**src/hdl/assert_macros.svh**
```systemverilog
`ifndef ASSERT_MACROS_SVH
`define ASSERT_MACROS_SVH

// concurrent check on the local clock and reset
`define ASSERT_CLK(lbl, prop) \
   lbl: assert property (@(posedge clock) disable iff (reset) prop) \
      else $error("assertion failed");

// expression must never hold
`define ASSERT_NEVER(lbl, expr) \
   `ASSERT_CLK(lbl, !(expr))

`endif

```
**src/hdl/ldtw_pkg.sv**
```systemverilog
`timescale 1ns / 1ps
`default_nettype none
package ldtw_pkg;

   localparam logic [2:0] CMD_TICK  = 3'd0;
   localparam logic [2:0] CMD_WRITE = 3'd1;
   localparam logic [2:0] CMD_READ  = 3'd2;
   localparam logic [2:0] CMD_ON    = 3'd3;
   localparam logic [2:0] CMD_OFF   = 3'd4;
   localparam logic [2:0] CMD_INIT  = 3'd5;

   localparam logic [2:0] REG_BRIGHTNESS = 3'd0;
   localparam logic [2:0] REG_DIGIT0     = 3'd1;
   localparam logic [2:0] REG_DIGIT1     = 3'd2;
   localparam logic [2:0] REG_DIGIT2     = 3'd3;
   localparam logic [2:0] REG_DIGIT3     = 3'd4;
   localparam logic [2:0] REG_TIMEOUT    = 3'd5;

   localparam logic [7:0] ADDR_READ_KEY = 8'h49;
   localparam logic [7:0] ADDR_CONTROL  = 8'h48;
   localparam logic [7:0] DATA_INIT     = 8'h40;
   localparam logic [7:0] DATA_ON_BIT   = 8'h01;

   localparam logic [2:0] RST_BRIGHTNESS = 3'd6;
   localparam logic [7:0] RST_DIGIT0     = 8'h68;
   localparam logic [7:0] RST_DIGIT1     = 8'h6A;
   localparam logic [7:0] RST_DIGIT2     = 8'h6C;
   localparam logic [7:0] RST_DIGIT3     = 8'h6E;
   localparam logic [7:0] RST_TIMEOUT    = 8'd200;

   typedef struct packed {
      logic [2:0]      brightness;
      logic [3:0][7:0] digit_addr;
      logic [7:0]      ack_timeout;
   } cfg_type;

   typedef struct packed {
      logic       scl;
      logic       sda_out;
      logic [7:0] key_code;
      logic       key_valid;
      logic       busy_res;
      logic       retry;
   } res_type;

endpackage
`default_nettype wire

```
**src/hdl/ldtw_req_if.sv**
```systemverilog
`timescale 1ns / 1ps
`default_nettype none
interface ldtw_req_if;
   logic       valid;
   logic       ready;
   logic [2:0] cmd;
   logic [7:0] target;
   logic [7:0] wdata;
   logic       sda_in;

   modport source (output valid, cmd, target, wdata, sda_in, input ready);
   modport sink   (input valid, cmd, target, wdata, sda_in, output ready);
endinterface
`default_nettype wire

```
**src/hdl/ldtw_rsp_if.sv**
```systemverilog
`timescale 1ns / 1ps
`default_nettype none
interface ldtw_rsp_if;
   logic       valid;
   logic       ready;
   logic       scl;
   logic       sda_out;
   logic [7:0] key_code;
   logic       key_valid;
   logic       busy_res;
   logic       retry;

   modport source (output valid, scl, sda_out, key_code, key_valid, busy_res, retry,
                   input ready);
   modport sink   (input valid, scl, sda_out, key_code, key_valid, busy_res, retry,
                   output ready);
endinterface
`default_nettype wire

```
**src/hdl/ldtw_seq.sv**
```systemverilog
`timescale 1ns / 1ps
`default_nettype none
module ldtw_seq
   import ldtw_pkg::*;
#(
   parameter int DIGITS = 4
) (
   input  wire logic       clock,
   input  wire logic       reset,
   input  wire logic       step,
   input  wire logic [2:0] cmd,
   input  wire logic [7:0] target,
   input  wire logic [7:0] wdata,
   input  wire logic       sda_in,
   input  wire cfg_type    cfg,
   output res_type         res
);

   localparam logic [4:0] PH_IDLE    = 5'd0;
   localparam logic [4:0] PH_START0  = 5'd1;
   localparam logic [4:0] PH_START1  = 5'd2;
   localparam logic [4:0] PH_START2  = 5'd3;
   localparam logic [4:0] PH_AB_LOW  = 5'd4;
   localparam logic [4:0] PH_AB_HIGH = 5'd5;
   localparam logic [4:0] PH_AK_WAIT = 5'd6;
   localparam logic [4:0] PH_AK_HIGH = 5'd7;
   localparam logic [4:0] PH_AK_LOW  = 5'd8;
   localparam logic [4:0] PH_DB_LOW  = 5'd9;
   localparam logic [4:0] PH_DB_HIGH = 5'd10;
   localparam logic [4:0] PH_DK_WAIT = 5'd11;
   localparam logic [4:0] PH_DK_HIGH = 5'd12;
   localparam logic [4:0] PH_DK_LOW  = 5'd13;
   localparam logic [4:0] PH_RD_LOW  = 5'd14;
   localparam logic [4:0] PH_RD_HIGH = 5'd15;
   localparam logic [4:0] PH_STOP0   = 5'd16;
   localparam logic [4:0] PH_STOP1   = 5'd17;
   localparam logic [4:0] PH_STOP2   = 5'd18;

   localparam logic [2:0] LAST_STEP = 3'(DIGITS);

   logic [4:0] phase_ff, phase_in;
   logic [3:0] bit_ff, bit_in;
   logic [7:0] shift_ff, shift_in;
   logic [7:0] addr_ff, addr_in;
   logic [7:0] data_ff, data_in;
   logic [7:0] wait_ff, wait_in;
   logic       late_ff, late_in;
   logic [2:0] job_ff, job_in;
   logic [2:0] init_ff, init_in;
   logic [7:0] key_ff, key_in;

   function automatic logic [7:0] map_addr(input logic [7:0] a, input cfg_type c);
      map_addr = (a < 8'd4) ? c.digit_addr[a[1:0]] : a;
   endfunction

   always_comb begin
      phase_in = phase_ff;
      bit_in   = bit_ff;
      shift_in = shift_ff;
      addr_in  = addr_ff;
      data_in  = data_ff;
      wait_in  = wait_ff;
      late_in  = late_ff;
      job_in   = job_ff;
      init_in  = init_ff;
      key_in   = key_ff;
      res.scl       = 1'b1;
      res.sda_out   = 1'b1;
      res.key_valid = 1'b0;
      res.retry     = 1'b0;

      case (phase_ff)
         PH_IDLE: begin
            if (cmd inside {[CMD_WRITE:CMD_INIT]}) begin
               job_in  = cmd;
               init_in = 3'd0;
               if (cmd == CMD_WRITE) begin
                  addr_in = map_addr(target, cfg);
                  data_in = wdata;
               end else if (cmd == CMD_READ) begin
                  addr_in = ADDR_READ_KEY;
                  data_in = 8'd0;
               end else if (cmd == CMD_OFF) begin
                  addr_in = ADDR_CONTROL;
                  data_in = 8'd0;
               end else begin
                  addr_in = ADDR_CONTROL;
                  data_in = {1'b0, cfg.brightness, 4'd0} | DATA_ON_BIT;
               end
               phase_in = PH_START1;
            end
         end
         PH_START0: phase_in = PH_START1;
         PH_START1: begin
            res.sda_out = 1'b0;
            phase_in    = PH_START2;
         end
         PH_START2: begin
            res.scl     = 1'b0;
            res.sda_out = 1'b0;
            shift_in    = addr_ff;
            bit_in      = 4'd0;
            phase_in    = PH_AB_LOW;
         end
         PH_AB_LOW, PH_DB_LOW: begin
            res.scl     = 1'b0;
            res.sda_out = shift_ff[7];
            phase_in    = phase_ff + 5'd1;
         end
         PH_AB_HIGH, PH_DB_HIGH: begin
            // data line holds the bit set up in the low half
            res.sda_out = shift_ff[7];
            shift_in    = {shift_ff[6:0], 1'b0};
            bit_in      = bit_ff + 4'd1;
            if (bit_in >= 4'd8) begin
               wait_in  = 8'd0;
               late_in  = 1'b0;
               phase_in = phase_ff + 5'd1;
            end else begin
               phase_in = phase_ff - 5'd1;
            end
         end
         PH_AK_WAIT, PH_DK_WAIT: begin
            res.scl = 1'b0;
            wait_in = (wait_ff != 8'hFF) ? wait_ff + 8'd1 : wait_ff;
            if (wait_in > cfg.ack_timeout) late_in = 1'b1;
            if (!sda_in) phase_in = phase_ff + 5'd1;
         end
         PH_AK_HIGH, PH_DK_HIGH: phase_in = phase_ff + 5'd1;
         PH_AK_LOW: begin
            res.scl = 1'b0;
            bit_in  = 4'd0;
            if (late_ff) begin
               res.retry = 1'b1;
               bit_in    = bit_ff;
               phase_in  = PH_START0;
            end else if (job_ff == CMD_READ) begin
               shift_in = 8'd0;
               phase_in = PH_RD_LOW;
            end else begin
               shift_in = data_ff;
               phase_in = PH_DB_LOW;
            end
         end
         PH_DK_LOW: begin
            res.scl  = 1'b0;
            phase_in = PH_STOP0;
         end
         PH_RD_LOW: begin
            res.scl  = 1'b0;
            phase_in = PH_RD_HIGH;
         end
         PH_RD_HIGH: begin
            shift_in = {shift_ff[6:0], sda_in};
            bit_in   = bit_ff + 4'd1;
            phase_in = (bit_in >= 4'd8) ? PH_STOP0 : PH_RD_LOW;
         end
         PH_STOP0: begin
            res.scl     = 1'b0;
            res.sda_out = 1'b0;
            phase_in    = PH_STOP1;
         end
         PH_STOP1: begin
            res.sda_out = 1'b0;
            phase_in    = PH_STOP2;
         end
         PH_STOP2: begin
            if (job_ff == CMD_READ) begin
               key_in        = shift_ff;
               res.key_valid = 1'b1;
            end
            if (job_ff == CMD_INIT && init_ff < LAST_STEP) begin
               addr_in  = map_addr(cfg.digit_addr[init_ff[1:0]], cfg);
               data_in  = DATA_INIT;
               init_in  = init_ff + 3'd1;
               phase_in = PH_START0;
            end else begin
               phase_in = PH_IDLE;
            end
         end
         default: phase_in = PH_IDLE;
      endcase

      res.key_code = key_in;
      res.busy_res = (phase_in != PH_IDLE);
   end

   always_ff @(posedge clock) begin
      if (reset) begin
         phase_ff <= PH_IDLE;
         bit_ff   <= 4'd0;
         shift_ff <= 8'd0;
         addr_ff  <= 8'd0;
         data_ff  <= 8'd0;
         wait_ff  <= 8'd0;
         late_ff  <= 1'b0;
         job_ff   <= CMD_TICK;
         init_ff  <= 3'd0;
         key_ff   <= 8'd0;
      end else if (step) begin
         phase_ff <= phase_in;
         bit_ff   <= bit_in;
         shift_ff <= shift_in;
         addr_ff  <= addr_in;
         data_ff  <= data_in;
         wait_ff  <= wait_in;
         late_ff  <= late_in;
         job_ff   <= job_in;
         init_ff  <= init_in;
         key_ff   <= key_in;
      end
   end

endmodule
`default_nettype wire

```
**src/hdl/led_driver_two_wire_master.sv**
```systemverilog
`timescale 1ns / 1ps
`default_nettype none
// Two-wire command master for an LED and key driver chip.
// req_port: one word per bus tick with the sampled SDA level and an optional
//   command (write, key read, display on/off, init). Commands arriving while a
//   transaction runs are dropped.
// rsp_port: exactly one word per request word: SCL level, SDA drive, last key
//   code, key valid pulse, busy and retry flags for that tick.
// csr_*: register writes (brightness, four digit addresses, ack timeout),
//   to be issued only while no word is in flight.
// The response word is registered and appears in the cycle after its request is taken.
// Throughput: one word per cycle while the receiver keeps rsp_port.ready high; the
//   sequencer state advances once per word through a single combinational next-state block.
// A single response register separates the channels: req_port.ready is high
//   while that register is empty or being drained, so a stalled receiver
//   stalls the request side after one word.
// Reset (synchronous): sequencer idle, key code zero, registers at defaults,
//   response register empty.
module led_driver_two_wire_master
   import ldtw_pkg::*;
#(
   parameter int DIGITS = 4
) (
   input  wire logic       clock,
   input  wire logic       reset,
   ldtw_req_if.sink        req_port,
   ldtw_rsp_if.source      rsp_port,
   input  wire logic       csr_we,
   input  wire logic [2:0] csr_index,
   input  wire logic [7:0] csr_wdata
);

`include "assert_macros.svh"

   cfg_type cfg_ff;
   res_type rsp_ff;
   res_type res;
   logic    rsp_valid_ff;
   logic    req_fire;

   assign req_port.ready = !rsp_valid_ff || rsp_port.ready;
   assign req_fire       = req_port.valid && req_port.ready;

   always_ff @(posedge clock) begin
      if (reset) begin
         cfg_ff.brightness    <= RST_BRIGHTNESS;
         cfg_ff.digit_addr[0] <= RST_DIGIT0;
         cfg_ff.digit_addr[1] <= RST_DIGIT1;
         cfg_ff.digit_addr[2] <= RST_DIGIT2;
         cfg_ff.digit_addr[3] <= RST_DIGIT3;
         cfg_ff.ack_timeout   <= RST_TIMEOUT;
      end else if (csr_we) begin
         case (csr_index)
            REG_BRIGHTNESS: cfg_ff.brightness    <= csr_wdata[2:0];
            REG_DIGIT0:     cfg_ff.digit_addr[0] <= csr_wdata;
            REG_DIGIT1:     cfg_ff.digit_addr[1] <= csr_wdata;
            REG_DIGIT2:     cfg_ff.digit_addr[2] <= csr_wdata;
            REG_DIGIT3:     cfg_ff.digit_addr[3] <= csr_wdata;
            REG_TIMEOUT:    cfg_ff.ack_timeout   <= csr_wdata;
            default: ;
         endcase
      end
   end

   ldtw_seq #(
      .DIGITS(DIGITS)
   ) u_seq (
      .clock  (clock),
      .reset  (reset),
      .step   (req_fire),
      .cmd    (req_port.cmd),
      .target (req_port.target),
      .wdata  (req_port.wdata),
      .sda_in (req_port.sda_in),
      .cfg    (cfg_ff),
      .res    (res)
   );

   always_ff @(posedge clock) begin
      if (reset) begin
         rsp_valid_ff <= 1'b0;
      end else if (req_fire) begin
         rsp_valid_ff <= 1'b1;
      end else if (rsp_port.ready) begin
         rsp_valid_ff <= 1'b0;
      end
   end

   always_ff @(posedge clock) begin
      if (req_fire) rsp_ff <= res;
   end

   assign rsp_port.valid     = rsp_valid_ff;
   assign rsp_port.scl       = rsp_ff.scl;
   assign rsp_port.sda_out   = rsp_ff.sda_out;
   assign rsp_port.key_code  = rsp_ff.key_code;
   assign rsp_port.key_valid = rsp_ff.key_valid;
   assign rsp_port.busy_res  = rsp_ff.busy_res;
   assign rsp_port.retry     = rsp_ff.retry;

   `ASSERT_CLK(a_fire_gives_word, req_fire |=> rsp_valid_ff)
   `ASSERT_NEVER(a_key_while_busy, rsp_valid_ff && rsp_ff.key_valid && rsp_ff.busy_res)
   `ASSERT_NEVER(a_retry_when_idle, rsp_valid_ff && rsp_ff.retry && !rsp_ff.busy_res)

endmodule
`default_nettype wire

```
**src/flat_wrapper.sv**
```systemverilog
// flat-port wrapper written by rule: the top's interface ports become plain ports
module led_driver_two_wire_master_flat import ldtw_pkg::*;
#(
   parameter int DIGITS = 4
)
  (clock, reset, csr_we, csr_index, csr_wdata, req_port_valid, req_port_cmd, req_port_target, req_port_wdata, req_port_sda_in, req_port_ready, rsp_port_valid, rsp_port_scl, rsp_port_sda_out, rsp_port_key_code, rsp_port_key_valid, rsp_port_busy_res, rsp_port_retry, rsp_port_ready);
  ldtw_req_if req_port_i ();
  ldtw_rsp_if rsp_port_i ();
  input  wire logic clock;
  input  wire logic reset;
  input  wire logic csr_we;
  input  wire logic [2:0] csr_index;
  input  wire logic [7:0] csr_wdata;
  input wire logic [$bits(req_port_i.valid)-1:0] req_port_valid;
  input wire logic [$bits(req_port_i.cmd)-1:0] req_port_cmd;
  input wire logic [$bits(req_port_i.target)-1:0] req_port_target;
  input wire logic [$bits(req_port_i.wdata)-1:0] req_port_wdata;
  input wire logic [$bits(req_port_i.sda_in)-1:0] req_port_sda_in;
  output wire logic [$bits(req_port_i.ready)-1:0] req_port_ready;
  output wire logic [$bits(rsp_port_i.valid)-1:0] rsp_port_valid;
  output wire logic [$bits(rsp_port_i.scl)-1:0] rsp_port_scl;
  output wire logic [$bits(rsp_port_i.sda_out)-1:0] rsp_port_sda_out;
  output wire logic [$bits(rsp_port_i.key_code)-1:0] rsp_port_key_code;
  output wire logic [$bits(rsp_port_i.key_valid)-1:0] rsp_port_key_valid;
  output wire logic [$bits(rsp_port_i.busy_res)-1:0] rsp_port_busy_res;
  output wire logic [$bits(rsp_port_i.retry)-1:0] rsp_port_retry;
  input wire logic [$bits(rsp_port_i.ready)-1:0] rsp_port_ready;
  assign req_port_i.valid = req_port_valid;
  assign req_port_i.cmd = req_port_cmd;
  assign req_port_i.target = req_port_target;
  assign req_port_i.wdata = req_port_wdata;
  assign req_port_i.sda_in = req_port_sda_in;
  assign req_port_ready = req_port_i.ready;
  assign rsp_port_valid = rsp_port_i.valid;
  assign rsp_port_scl = rsp_port_i.scl;
  assign rsp_port_sda_out = rsp_port_i.sda_out;
  assign rsp_port_key_code = rsp_port_i.key_code;
  assign rsp_port_key_valid = rsp_port_i.key_valid;
  assign rsp_port_busy_res = rsp_port_i.busy_res;
  assign rsp_port_retry = rsp_port_i.retry;
  assign rsp_port_i.ready = rsp_port_ready;
  led_driver_two_wire_master #(.DIGITS(DIGITS)) u_core (.clock(clock), .reset(reset), .req_port(req_port_i), .rsp_port(rsp_port_i), .csr_we(csr_we), .csr_index(csr_index), .csr_wdata(csr_wdata));
endmodule
```
**config.mk**
```make
export PLATFORM = sky130hd
export DESIGN_NAME = led_driver_two_wire_master_flat
export DESIGN_NICKNAME = d
export VERILOG_FILES = /design/src/hdl/ldtw_pkg.sv /design/src/hdl/ldtw_req_if.sv /design/src/hdl/ldtw_rsp_if.sv /design/src/hdl/ldtw_seq.sv /design/src/hdl/led_driver_two_wire_master.sv /design/src/flat_wrapper.sv
export VERILOG_INCLUDE_DIRS = /design/src /design/src/hdl
export SDC_FILE = /design/constraint.sdc
export NUM_CORES = 1
export LEC_CHECK = 0
export BUFFER_PORTS_ARGS = -buffer_cell sky130_fd_sc_hd__buf_4
export CAP_MARGIN = 10
export CORE_MARGIN = 1
export CORE_UTILIZATION = 53
export DETAILED_ROUTE_END_ITERATION = 8
export GPL_TIMING_DRIVEN = 0
export PLACE_DENSITY = 0.84
export SYNTH_ARGS = -nofsm -noshare
export SYNTH_HDL_FRONTEND = slang
export SYNTH_SLANG_ARGS = --single-unit
```
**constraint.sdc**
```tcl
create_clock -name clock -period 2.5 [get_ports clock]
set_input_delay 0 -clock clock [delete_from_list [all_inputs] [get_ports clock]]
set_output_delay 0 -clock clock [all_outputs]
set_load 0.005 [all_outputs]
```
==> reports/metrics.yaml, run 1 <==
arrival_ns: 2.79
die_x_um: 110
totalPowerFinal_mw: 5.23
syn_nets: 748
multiInputGateArea_mm2: 0.00375
dp_hpwl_mm: 12.5
ant_nets: 0
setup.worst_path.class: "reg2reg"
grt_max_degree: 23
tritoncts: "yes"
ys_seq_elements: 113
die_area_mm2: 0.0122
detailroute.wirelength.met2_mm: 9.00
power.density_cell_area_mw_per_mm2: 655
layout.nets: 851
floorplan.core_area_mm2: 0.0114
crit_path_cell_trace: "and4_4 -> nand3_4 -> mux2_4 -> ha_4 -> nor2b_1 -> o21a_1 -> o21a_1 -> o21bai_1 -> a211oi_2 -> o221a_2"
met1Wirelength_mm: 7.30
remaining_drc_errors: 0
outcome: "finished clean"
cts.sink_count: 113
max_slew_margin_pct: 30.7
placementRows: 39
path_buf_inv: 0
cellLeakagePower_nw: 3.11
route.detailed.wl_per_inst_um: 18.8
overflow: 0
number_of_max_slew_violations_in_the_final_report: 0
port-buffer-count: 46
ff_latch_area_mm2: 0.00241
die_y_um: 110
pin_count: 51
min-delay-path-class: "in2reg"
ys_types: 72
detailedRoute.firstIterationViolations: 419
worst_path_max_delay_cell: "sky130_fd_sc_hd__dfxtp_1"
startpoint_type_of_the_worst_setup_path: "flip-flop"
final_core_utilization_pct: 69.9
drive_above_1_share_pct: 23.4
postSynthCellCount: 695
cts_max_level: 4
detailroute.via_count: 5873
setup_viol_count_final: 0
netlist_area_mm2: 0.00622
critical-path-max-stage-delay_ns: 0.41
clock-skew-final_ns: 0.00620
ys_top_cells_by_area: "sky130_fd_sc_hd__dfxtp_1, sky130_fd_sc_hd__mux2i_1, sky130_fd_sc_hd__edfxtp_1"
critPathCaptureType: "flip-flop"
grt_antenna_before_repair: 0
cp_common_cell: "sky130_fd_sc_hd__o21a_1"
numCtsBuffers: 17
max_cap_viol_count: 0
final_min_period_over_clock_period_pct: 98.9
dominantRegCellSynth: "sky130_fd_sc_hd__dfxtp_1"
highest_metal_layer_with_signal_wires: "met4"
timing.fmax_ghz: 0.405
period_minus_slack_ns: 2.47
grt_pass1_vias: 5850
areaGrowthSynthToFinish_pct: 28.3
route.detailed.vias_per_inst: 6.16
gr-usage-all-layers_pct: 31.1
wl_met3_mm: 1.12
synth_async_sr_flop_share_pct: 0
critPathRequiredTime_ns: 2.82
timing.critical_path.max_delay_family: "compound AO/OA/AOI/OAI gates"
clkTransAtPathRegs_ns: 0.05
synth.largest_area_cell: "sky130_fd_sc_hd__dfxtp_1"
ys.warnings.count: 0
fillerInstances: 853
timing.final.hold_violations: 0
clk_path_buf_depth: 2
first_pass_iteration_count_of_the_detailed_router: 6
cp_max_fo: 5
insertion_delay_ns: 0.43
mean_area_per_synthesized_cell_um2: 8.95
synth-edff-count: 13
place_congestion: 0.904
share_of_the_yosys_chip_area_belonging_to_registers_pct: 38.5
grt_first_pass_wirelength_mm: 28.5
cts_root_buf: "sky130_fd_sc_hd__clkbuf_16"
synth_top_area_share_pct: 32.2
max_slew.worst_pin.slew_ns: 1.03
start_util_pct: 54.5
insertedDiodeCount: 0
vdd_ir_drop_max_mv: 0.614
routed_wirelength_mm: 18.0
kinds of logic (layout without fill, tap and decap cells):
group                    count (synthesis)  in the layout  share of synthesized area, %
buffers and inverters                   63            179                          4.32
XOR/XNOR                                11             11                          1.55
adder cells (fa/ha/maj)                 17             17                          3.42
flip-flops                             113            113                          38.5
AO/OA/AOI/OAI                          160            160                          17.4
multiplexers                            70             70                          14.7
AND/OR/NAND/NOR                        261            261                          20.1
final cells by class:
cell class                      count  share of cell area, %
Inverter                           20                  0.941
Tap cell                          143                   2.24
Clock buffer                       23                   6.38
Buffer                             40                   2.82
Multi-Input combinational cell    519                   47.0
Clock inverter                      9                   1.57
Sequential cell                   113                   30.1
Timing Repair Buffer               87                   8.94
flip-flops by register name, summed over array words and instances (netlist names), 5 cells and up:
signal                    cells
u_core.u_seq.phase_ff         5
u_core.u_seq.addr_ff          8
u_core.u_seq.wait_ff          8
u_core.cfg_ff                43
u_core.u_seq.data_ff          8
u_core.u_seq.shift_ff         8
u_core.u_seq.key_ff           8
u_core.rsp_port.key_code      8
through the flow:
stage | TNS, ns | cells | area [um2] | setup WS [ns] | hold WS, ns
after floorplan | 0 | 695 | 6240 | 0.0211 | 0.119
after global placement | -8.35 | 884 | 6770 | -0.423 | 0.243
after detailed placement | -12.72 | 884 | 6770 | -0.504 | 0.261
after CTS | 0 | 943 | 7800 | 0.000468 | 0.0192
after global routing | -0.0306 | 954 | 7980 | -0.0223 | 0.0329
final | 0 | 954 | 7980 | 0.0279 | 0.0349
tightest hold or removal path: stages:
cell                       delay (ns)
sky130_fd_sc_hd__buf_4           0.10
sky130_fd_sc_hd__a221oi_1        0.09
sky130_fd_sc_hd__a211oi_1        0.22
layout by cell type, fill, tap and decap left out, drive strengths merged, types with 11 or more instances in the layout:
cell         instances
mux2                13
inv                 19
mux2i               42
nor2                81
a211oi              30
nand3               18
a21oi               42
o21ai               24
ha                  17
edfxtp              13
and3                21
mux4                15
nand2               80
buf                 81
nor3                11
clkbuf              45
dfxtp              100
dlygate4sd3         24
per-layer routing:
metal  up-vias  GRT usage (%)
met2       237           54.8
met4         0           15.1
li1       2759              -
met3        47           6.88
met1      2830           35.5
met5         -              0
cell usage after synthesis, drive strengths merged (15+ instances only):
library cell / count
dfxtp: 100
mux2i: 42
nor2: 81
o21ai: 24
nand2: 80
a21oi: 42
clkbuf: 25
mux4: 15
and3: 21
inv: 19
nand3: 18
ha: 17
a211oi: 30
buf: 18
final timing paths:
path                                         from                                   end  slack [ns]  cells past startpoint
min                             req_port_wdata[6]  u_core.u_seq.data_ff[6]$_SDFFE_PP0P_        0.03                      3
max reg2reg  u_core.u_seq.wait_ff[5]$_SDFFE_PP0P_     u_core.u_seq.late_ff$_SDFFE_PP0P_        0.03                     10
min reg2reg         u_core.cfg_ff[5]$_SDFFE_PP0P_         u_core.cfg_ff[5]$_SDFFE_PP0P_        0.46                      2
max          u_core.u_seq.wait_ff[5]$_SDFFE_PP0P_     u_core.u_seq.late_ff$_SDFFE_PP0P_        0.03                     10
power breakdown:
group          leakage (nW)  switching, mW  internal (mW)  total (mW)
clock                 0.310          0.845           1.72        2.57
combinational          1.85          0.383          0.311       0.693
sequential            0.943         0.0572           1.91        1.97
total                  3.11           1.28           3.94        5.23
repair_timing:
item,in CTS,in global routing
gates cloned,0,0
buffers inserted,6,11
hold buffers,24,0
pin swaps,6,12
setup endpoints to repair,62,41
endpoints found under the hold margin,56,0
gates resized for setup,39,30
No activity file was read; power rests on OpenSTA's default activity.
==> run 2: changes to the inputs <==
==> constraint.sdc (replaced) <==
create_clock -name clock -period 2.5 [get_ports clock]
set_input_delay 0.25 -clock clock [delete_from_list [all_inputs] [get_ports clock]]
set_output_delay 0.25 -clock clock [all_outputs]
set_load 0.005 [all_outputs]
==> run 2 against run 1 <==
  * Worst setup slack better by 0.013 ns
  * Register-to-register slack is essentially flat
  * Routed wire length fell by 2.1%
  * Global-route usage is 0.58 points lower
  * Sequential cell count did not move
  * First-iteration DRC count up 3.3%
  * Highest routed layer unchanged
==> reports/metrics.yaml, run 2 (synthesis gave the netlist of run 1 again) <==
fillerInstances: 894
commonest_cells_after_routing_fill_and_taps_aside: "sky130_fd_sc_hd__dfxtp_1, sky130_fd_sc_hd__nand2_1, sky130_fd_sc_hd__nor2_1"
critPathRequiredTime_ns: 2.82
place_congestion: 0.904
port-buffer-count: 46
outcome: "finished clean"
cell_internal_power_mw: 3.92
post-place-cells: 884
vdd_ir_drop_max_mv: 0.607
period_minus_slack_ns: 2.46
final_min_period_over_clock_period_pct: 98.4
cts_root_buf: "sky130_fd_sc_hd__clkbuf_16"
finalInstanceArea_mm2: 0.00774
clk_path_buf_depth: 2
remaining_drc_errors: 0
layout.nets: 827
worst-r2r-setup-slack_ns: 0.04
floorplan.core_area_mm2: 0.0114
tritoncts: "yes"
timing.fmax_ghz: 0.407
insertion_delay_ns: 0.43
final_core_utilization_pct: 67.8
post_place_cell_area_mm2: 0.00677
overflow: 0
cp_max_fo: 5
switchingPower_mw: 1.28
totalNegativeSetupSlack_ns: 0
die_area_mm2: 0.0122
cts.sink_count: 113
die_y_um: 110
critPathCaptureType: "flip-flop"
detailedPlace.worstSlack_ns: -0.504
grt_antenna_before_repair: 0
pin_count: 51
cts_max_level: 4
routed_wirelength_mm: 17.6
stdcell_count: 930
power.density_cell_area_mw_per_mm2: 672
min-delay-path-class: "in2reg"
timing.final.hold_violations: 0
detailroute.via_count: 5753
setup.worst_path.class: "reg2reg"
route.detailed.wl_per_inst_um: 18.9
areaGrowthSynthToFinish_pct: 24.4
grt_first_pass_wirelength_mm: 27.9
grt_max_degree: 23
max_reg_flops: 43
placementRows: 39
most_common_cell_after_layout_fill_and_taps_aside: "sky130_fd_sc_hd__dfxtp_1"
number_of_max_slew_violations_in_the_final_report: 0
gr-usage-all-layers_pct: 30.5
dp_hpwl_mm: 12.5
startpoint_type_of_the_worst_setup_path: "flip-flop"
comb_pwr_share_pct: 12.7
worst_hold_slack_ns: 0.0716
drive_above_1_share_pct: 23.9
p_clk_share_pct: 49.5
max_cap_viol_count: 0
clkTransAtPathRegs_ns: 0.05
layout_setup_ws_ns: 0.0408
grt_pass1_vias: 5688
sw_frac_of_total_pct: 24.6
pwr-share-seq_pct: 37.8
register_containing_the_most_flip_flops_in_the_final_layout: "u_core.cfg_ff"
insertedDiodeCount: 0
numCtsBuffers: 17
route.detailed.vias_per_inst: 6.19
cellLeakagePower_nw: 3.01
clock-skew-final_ns: 0.00748
ff_latch_area_mm2: 0.00241
max_slew_margin_pct: 29.8
detailedRoute.firstIterationViolations: 433
arrival_ns: 2.78
ant_nets: 0
start_util_pct: 54.5
first_pass_iteration_count_of_the_detailed_router: 5
setup_viol_count_final: 0
die_x_um: 110
multiInputGateArea_mm2: 0.00374
max_slew.worst_pin.slew_ns: 1.05
totalPowerFinal_mw: 5.20
run 2: layer usage:
layer  share of wire [%]  GRT usage (%)
met1                  41           35.0
met2                  50           53.8
met3                 5.9           7.05
met4                 2.4           14.0
met5                   0              0
run 2: timing repair:
item                       4_1_cts  5_1_grt
pin swaps                        6       13
setup buffers                    6       11
setup endpoints to repair       62       42
hold buffers                     0        0
resized for setup               39       29
run 2: path summary, 6_finish.rpt:
path	start	endpoint	cells after the start
worst max-delay path	u_core.u_seq.wait_ff[5]$_SDFFE_PP0P_	u_core.u_seq.late_ff$_SDFFE_PP0P_	10
worst min-delay path	req_port_valid	u_core.rsp_port.valid$_SDFFE_PP0P_	3
worst max register to register	u_core.u_seq.wait_ff[5]$_SDFFE_PP0P_	u_core.u_seq.late_ff$_SDFFE_PP0P_	10
worst min register to register	u_core.cfg_ff[4]$_SDFFE_PP0P_	u_core.cfg_ff[4]$_SDFFE_PP0P_	2
run 2: critical path: stages, from the launching register on:
cell                       delay, ns
sky130_fd_sc_hd__dfxtp_1        0.40
sky130_fd_sc_hd__and4_4         0.29
sky130_fd_sc_hd__nand3_4        0.10
sky130_fd_sc_hd__mux2_4         0.33
sky130_fd_sc_hd__ha_4           0.22
sky130_fd_sc_hd__nor2b_1        0.13
sky130_fd_sc_hd__o21a_1         0.16
sky130_fd_sc_hd__o21a_1         0.17
sky130_fd_sc_hd__o21bai_1       0.19
sky130_fd_sc_hd__a211oi_2       0.11
sky130_fd_sc_hd__o221a_2        0.25
run 2: area by class of cell:
class,instances,area share (%)
Tap cell,143,2.31
Clock buffer,23,6.58
Clock inverter,9,1.62
Inverter,20,0.970
Sequential cell,113,31.1
Timing Repair Buffer,63,6.11
Buffer,40,2.94
Multi-Input combinational cell,519,48.4
run 2: power groups by stage:
stage | sequential (mW) | combinational [mW] | clock (mW)
after detailed placement | 2.00 | 0.580 | 0
after floorplan | 1.98 | 0.385 | 0
final | 1.97 | 0.660 | 2.57
after global routing | 1.97 | 0.716 | 2.66
after CTS | 1.96 | 0.614 | 2.58
after global placement | 1.99 | 0.563 | 0
==> run 3: changes to the inputs <==
CORE_UTILIZATION = 54   (was 53)
PLACE_DENSITY = 0.85   (was 0.84)
==> run 3 against run 2 <==
  * Cell area is 0.95% higher
  * Combinational power up 7.7%
  * Clock power is 12% lower
  * Sequential cell count did not move
  * Fmax decreased by 1.2%
  * Power shrank 5.3%
  * Worst setup slack worse by 0.030 ns
  * Core utilization increased by 3.1 points
  * Clock-buffer cell count down 4
  * Critical path type unchanged
  * Sequential share of layout area decreased by 0.18 points
  * Via count up 2.9%
==> reports/metrics.yaml, run 3 (synthesis gave the netlist of run 1 again) <==
r2r-start: "u_core.u_seq.phase_ff[0]$_SDFFE_PP0P_"
cp_max_fo: 8
detailedRoute.firstIterationViolations: 489
clk_path_buf_depth: 2
min-delay-path-class: "in2reg"
cellLeakagePower_nw: 3.00
period_minus_slack_ns: 2.49
drive_above_1_share_pct: 25.9
start_util_pct: 56.4
setup.worst_path.class: "reg2reg"
reg2reg_depth: 8
gr-usage-all-layers_pct: 31.4
register_containing_the_most_flip_flops_in_the_final_layout: "u_core.cfg_ff"
die_area_mm2: 0.0120
max_cap_viol_count: 0
max_slew_margin_pct: 33.8
pin_count: 51
startpoint_type_of_the_worst_setup_path: "flip-flop"
dp_hpwl_mm: 12.6
hold_path_startpoint: "req_port_valid"
commonest_cells_after_routing_fill_and_taps_aside: "sky130_fd_sc_hd__dfxtp_1, sky130_fd_sc_hd__nand2_1, sky130_fd_sc_hd__nor2_1"
tritoncts: "yes"
critPathCaptureType: "flip-flop"
place_congestion: 0.917
route.detailed.wl_per_inst_um: 19.6
floorplan.core_area_mm2: 0.0110
timing.fmax_ghz: 0.402
placementRows: 38
routed_wirelength_mm: 18.3
grt_setup_unrepaired: "true"
die_x_um: 109
remaining_drc_errors: 0
areaGrowthSynthToFinish_pct: 25.6
insertion_delay_ns: 0.41
grt_antenna_before_repair: 0
most_common_cell_after_layout_fill_and_taps_aside: "sky130_fd_sc_hd__dfxtp_1"
overflow: 0
max_reg_flops: 43
final_min_period_over_clock_period_pct: 99.6
vdd_ir_drop_max_mv: 0.465
die_y_um: 109
ant_nets: 0
critPathRequiredTime_ns: 2.63
port-buffer-count: 46
route.detailed.vias_per_inst: 6.34
worst_hold_slack_ns: 0.0911
layout.nets: 834
worst_setup_path_startpoint: "u_core.u_seq.phase_ff[0]$_SDFFE_PP0P_"
cts_hold_buffers: 0
clock-skew-final_ns: 0.0109
grt_pass1_vias: 5789
arrival_ns: 2.62
setup_viol_count_final: 0
detailroute.via_count: 5919
cts.sink_count: 113
stdcell_count: 934
outcome: "finished clean"
cts_root_buf: "sky130_fd_sc_hd__clkbuf_16"
numCtsBuffers: 17
timing.final.hold_violations: 0
min_delay_path_depth: 3
number_of_max_slew_violations_in_the_final_report: 0
insertedDiodeCount: 0
grt_first_pass_wirelength_mm: 28.6
clkTransAtPathRegs_ns: 0.06
power.density_cell_area_mw_per_mm2: 630
max_slew.worst_pin.slew_ns: 0.989
layout_setup_ws_ns: 0.0109
cts_max_level: 4
fillerInstances: 794
first_pass_iteration_count_of_the_detailed_router: 5
detailedPlace.worstSlack_ns: -0.535
grt_max_degree: 23
post-place-cells: 881
run 3: cell types whose count changed in the layout (fill, tap and decap cells not counted), moves of 3 or more:
cell | previous run | this run
sky130_fd_sc_hd__buf_4 | 66 | 73
sky130_fd_sc_hd__nor2_1 | 79 | 76
sky130_fd_sc_hd__dfxtp_4 | 2 | 5
sky130_fd_sc_hd__nor2_2 | 1 | 4
sky130_fd_sc_hd__a211oi_1 | 24 | 21
sky130_fd_sc_hd__clkbuf_8 | 5 | 1
sky130_fd_sc_hd__a211oi_2 | 4 | 7
sky130_fd_sc_hd__a221oi_1 | 8 | 4
sky130_fd_sc_hd__clkinvlp_4 | 2 | 5
sky130_fd_sc_hd__a221oi_2 | 1 | 5
run 3: through the flow:
stage          utilization, %  cell area [um2]  power (mW)  TNS [ns]
2_1_floorplan               -             6240        2.37         0
5_1_grt                  70.8             7810        5.08   -0.0346
6_report                 70.8             7810        4.92         0
3_3_place_gp             61.3             6760        2.55    -10.89
4_1_cts                  67.8             7480        4.82         0
3_5_place_dp             61.3             6760        2.58    -14.91
run 3: worst paths after layout:
kind / to / slack (ns)
worst max-delay path: u_core.rsp_port.busy_res$_DFFE_PP_ / 0.01
worst min register to register: u_core.u_seq.data_ff[0]$_SDFFE_PP0P_ / 0.46
worst min-delay path: u_core.rsp_port.valid$_SDFFE_PP0P_ / 0.09
worst max register to register: u_core.rsp_port.busy_res$_DFFE_PP_ / 0.01
run 3: final cells by class:
| cell class | instances | area (um2) | area share [%] |
|---|---|---|---|
| Multi-Input combinational cell | 519 | 3850 | 49.3 |
| Sequential cell | 113 | 2410 | 30.9 |
| Timing Repair Buffer | 70 | 523 | 6.69 |
| Clock buffer | 19 | 433 | 5.54 |
| Buffer | 40 | 230 | 2.95 |
| Tap cell | 140 | 175 | 2.24 |
| Clock inverter | 13 | 113 | 1.44 |
| Inverter | 20 | 75.1 | 0.961 |
run 3: critical path, cell delays in order, from the launching register on:
cell and delay [ns]:
sky130_fd_sc_hd__dfxtp_4 0.37, sky130_fd_sc_hd__buf_4 0.15, sky130_fd_sc_hd__ha_4 0.19, sky130_fd_sc_hd__nor4bb_1 0.15
sky130_fd_sc_hd__a31o_2 0.29, sky130_fd_sc_hd__a21o_1 0.22, sky130_fd_sc_hd__or3_1 0.39, sky130_fd_sc_hd__a211oi_4 0.32
sky130_fd_sc_hd__nand4_1 0.13
run 3: what timing repair did:
action                                  in CTS  in global routing
pin swaps                                    7                 12
resized for setup                           40                 50
endpoints found under the setup margin      62                 47
setup buffers                                8                 16
run 3: layer usage:
metal | track usage (%) | up-vias | part of all wire [%]
met5 | 0 | - | 0
met4 | 16.1 | 0 | 3.4
met3 | 5.45 | 54 | 7.8
met2 | 53.6 | 303 | 49
met1 | 37.9 | 2829 | 39
li1 | - | 2733 | -
run 3: report_power, final:
group | switching [mW] | total (mW) | internal, mW
Clock | 0.884 | 2.25 | 1.36
Combinational | 0.398 | 0.711 | 0.313
Sequential | 0.0590 | 1.96 | 1.91
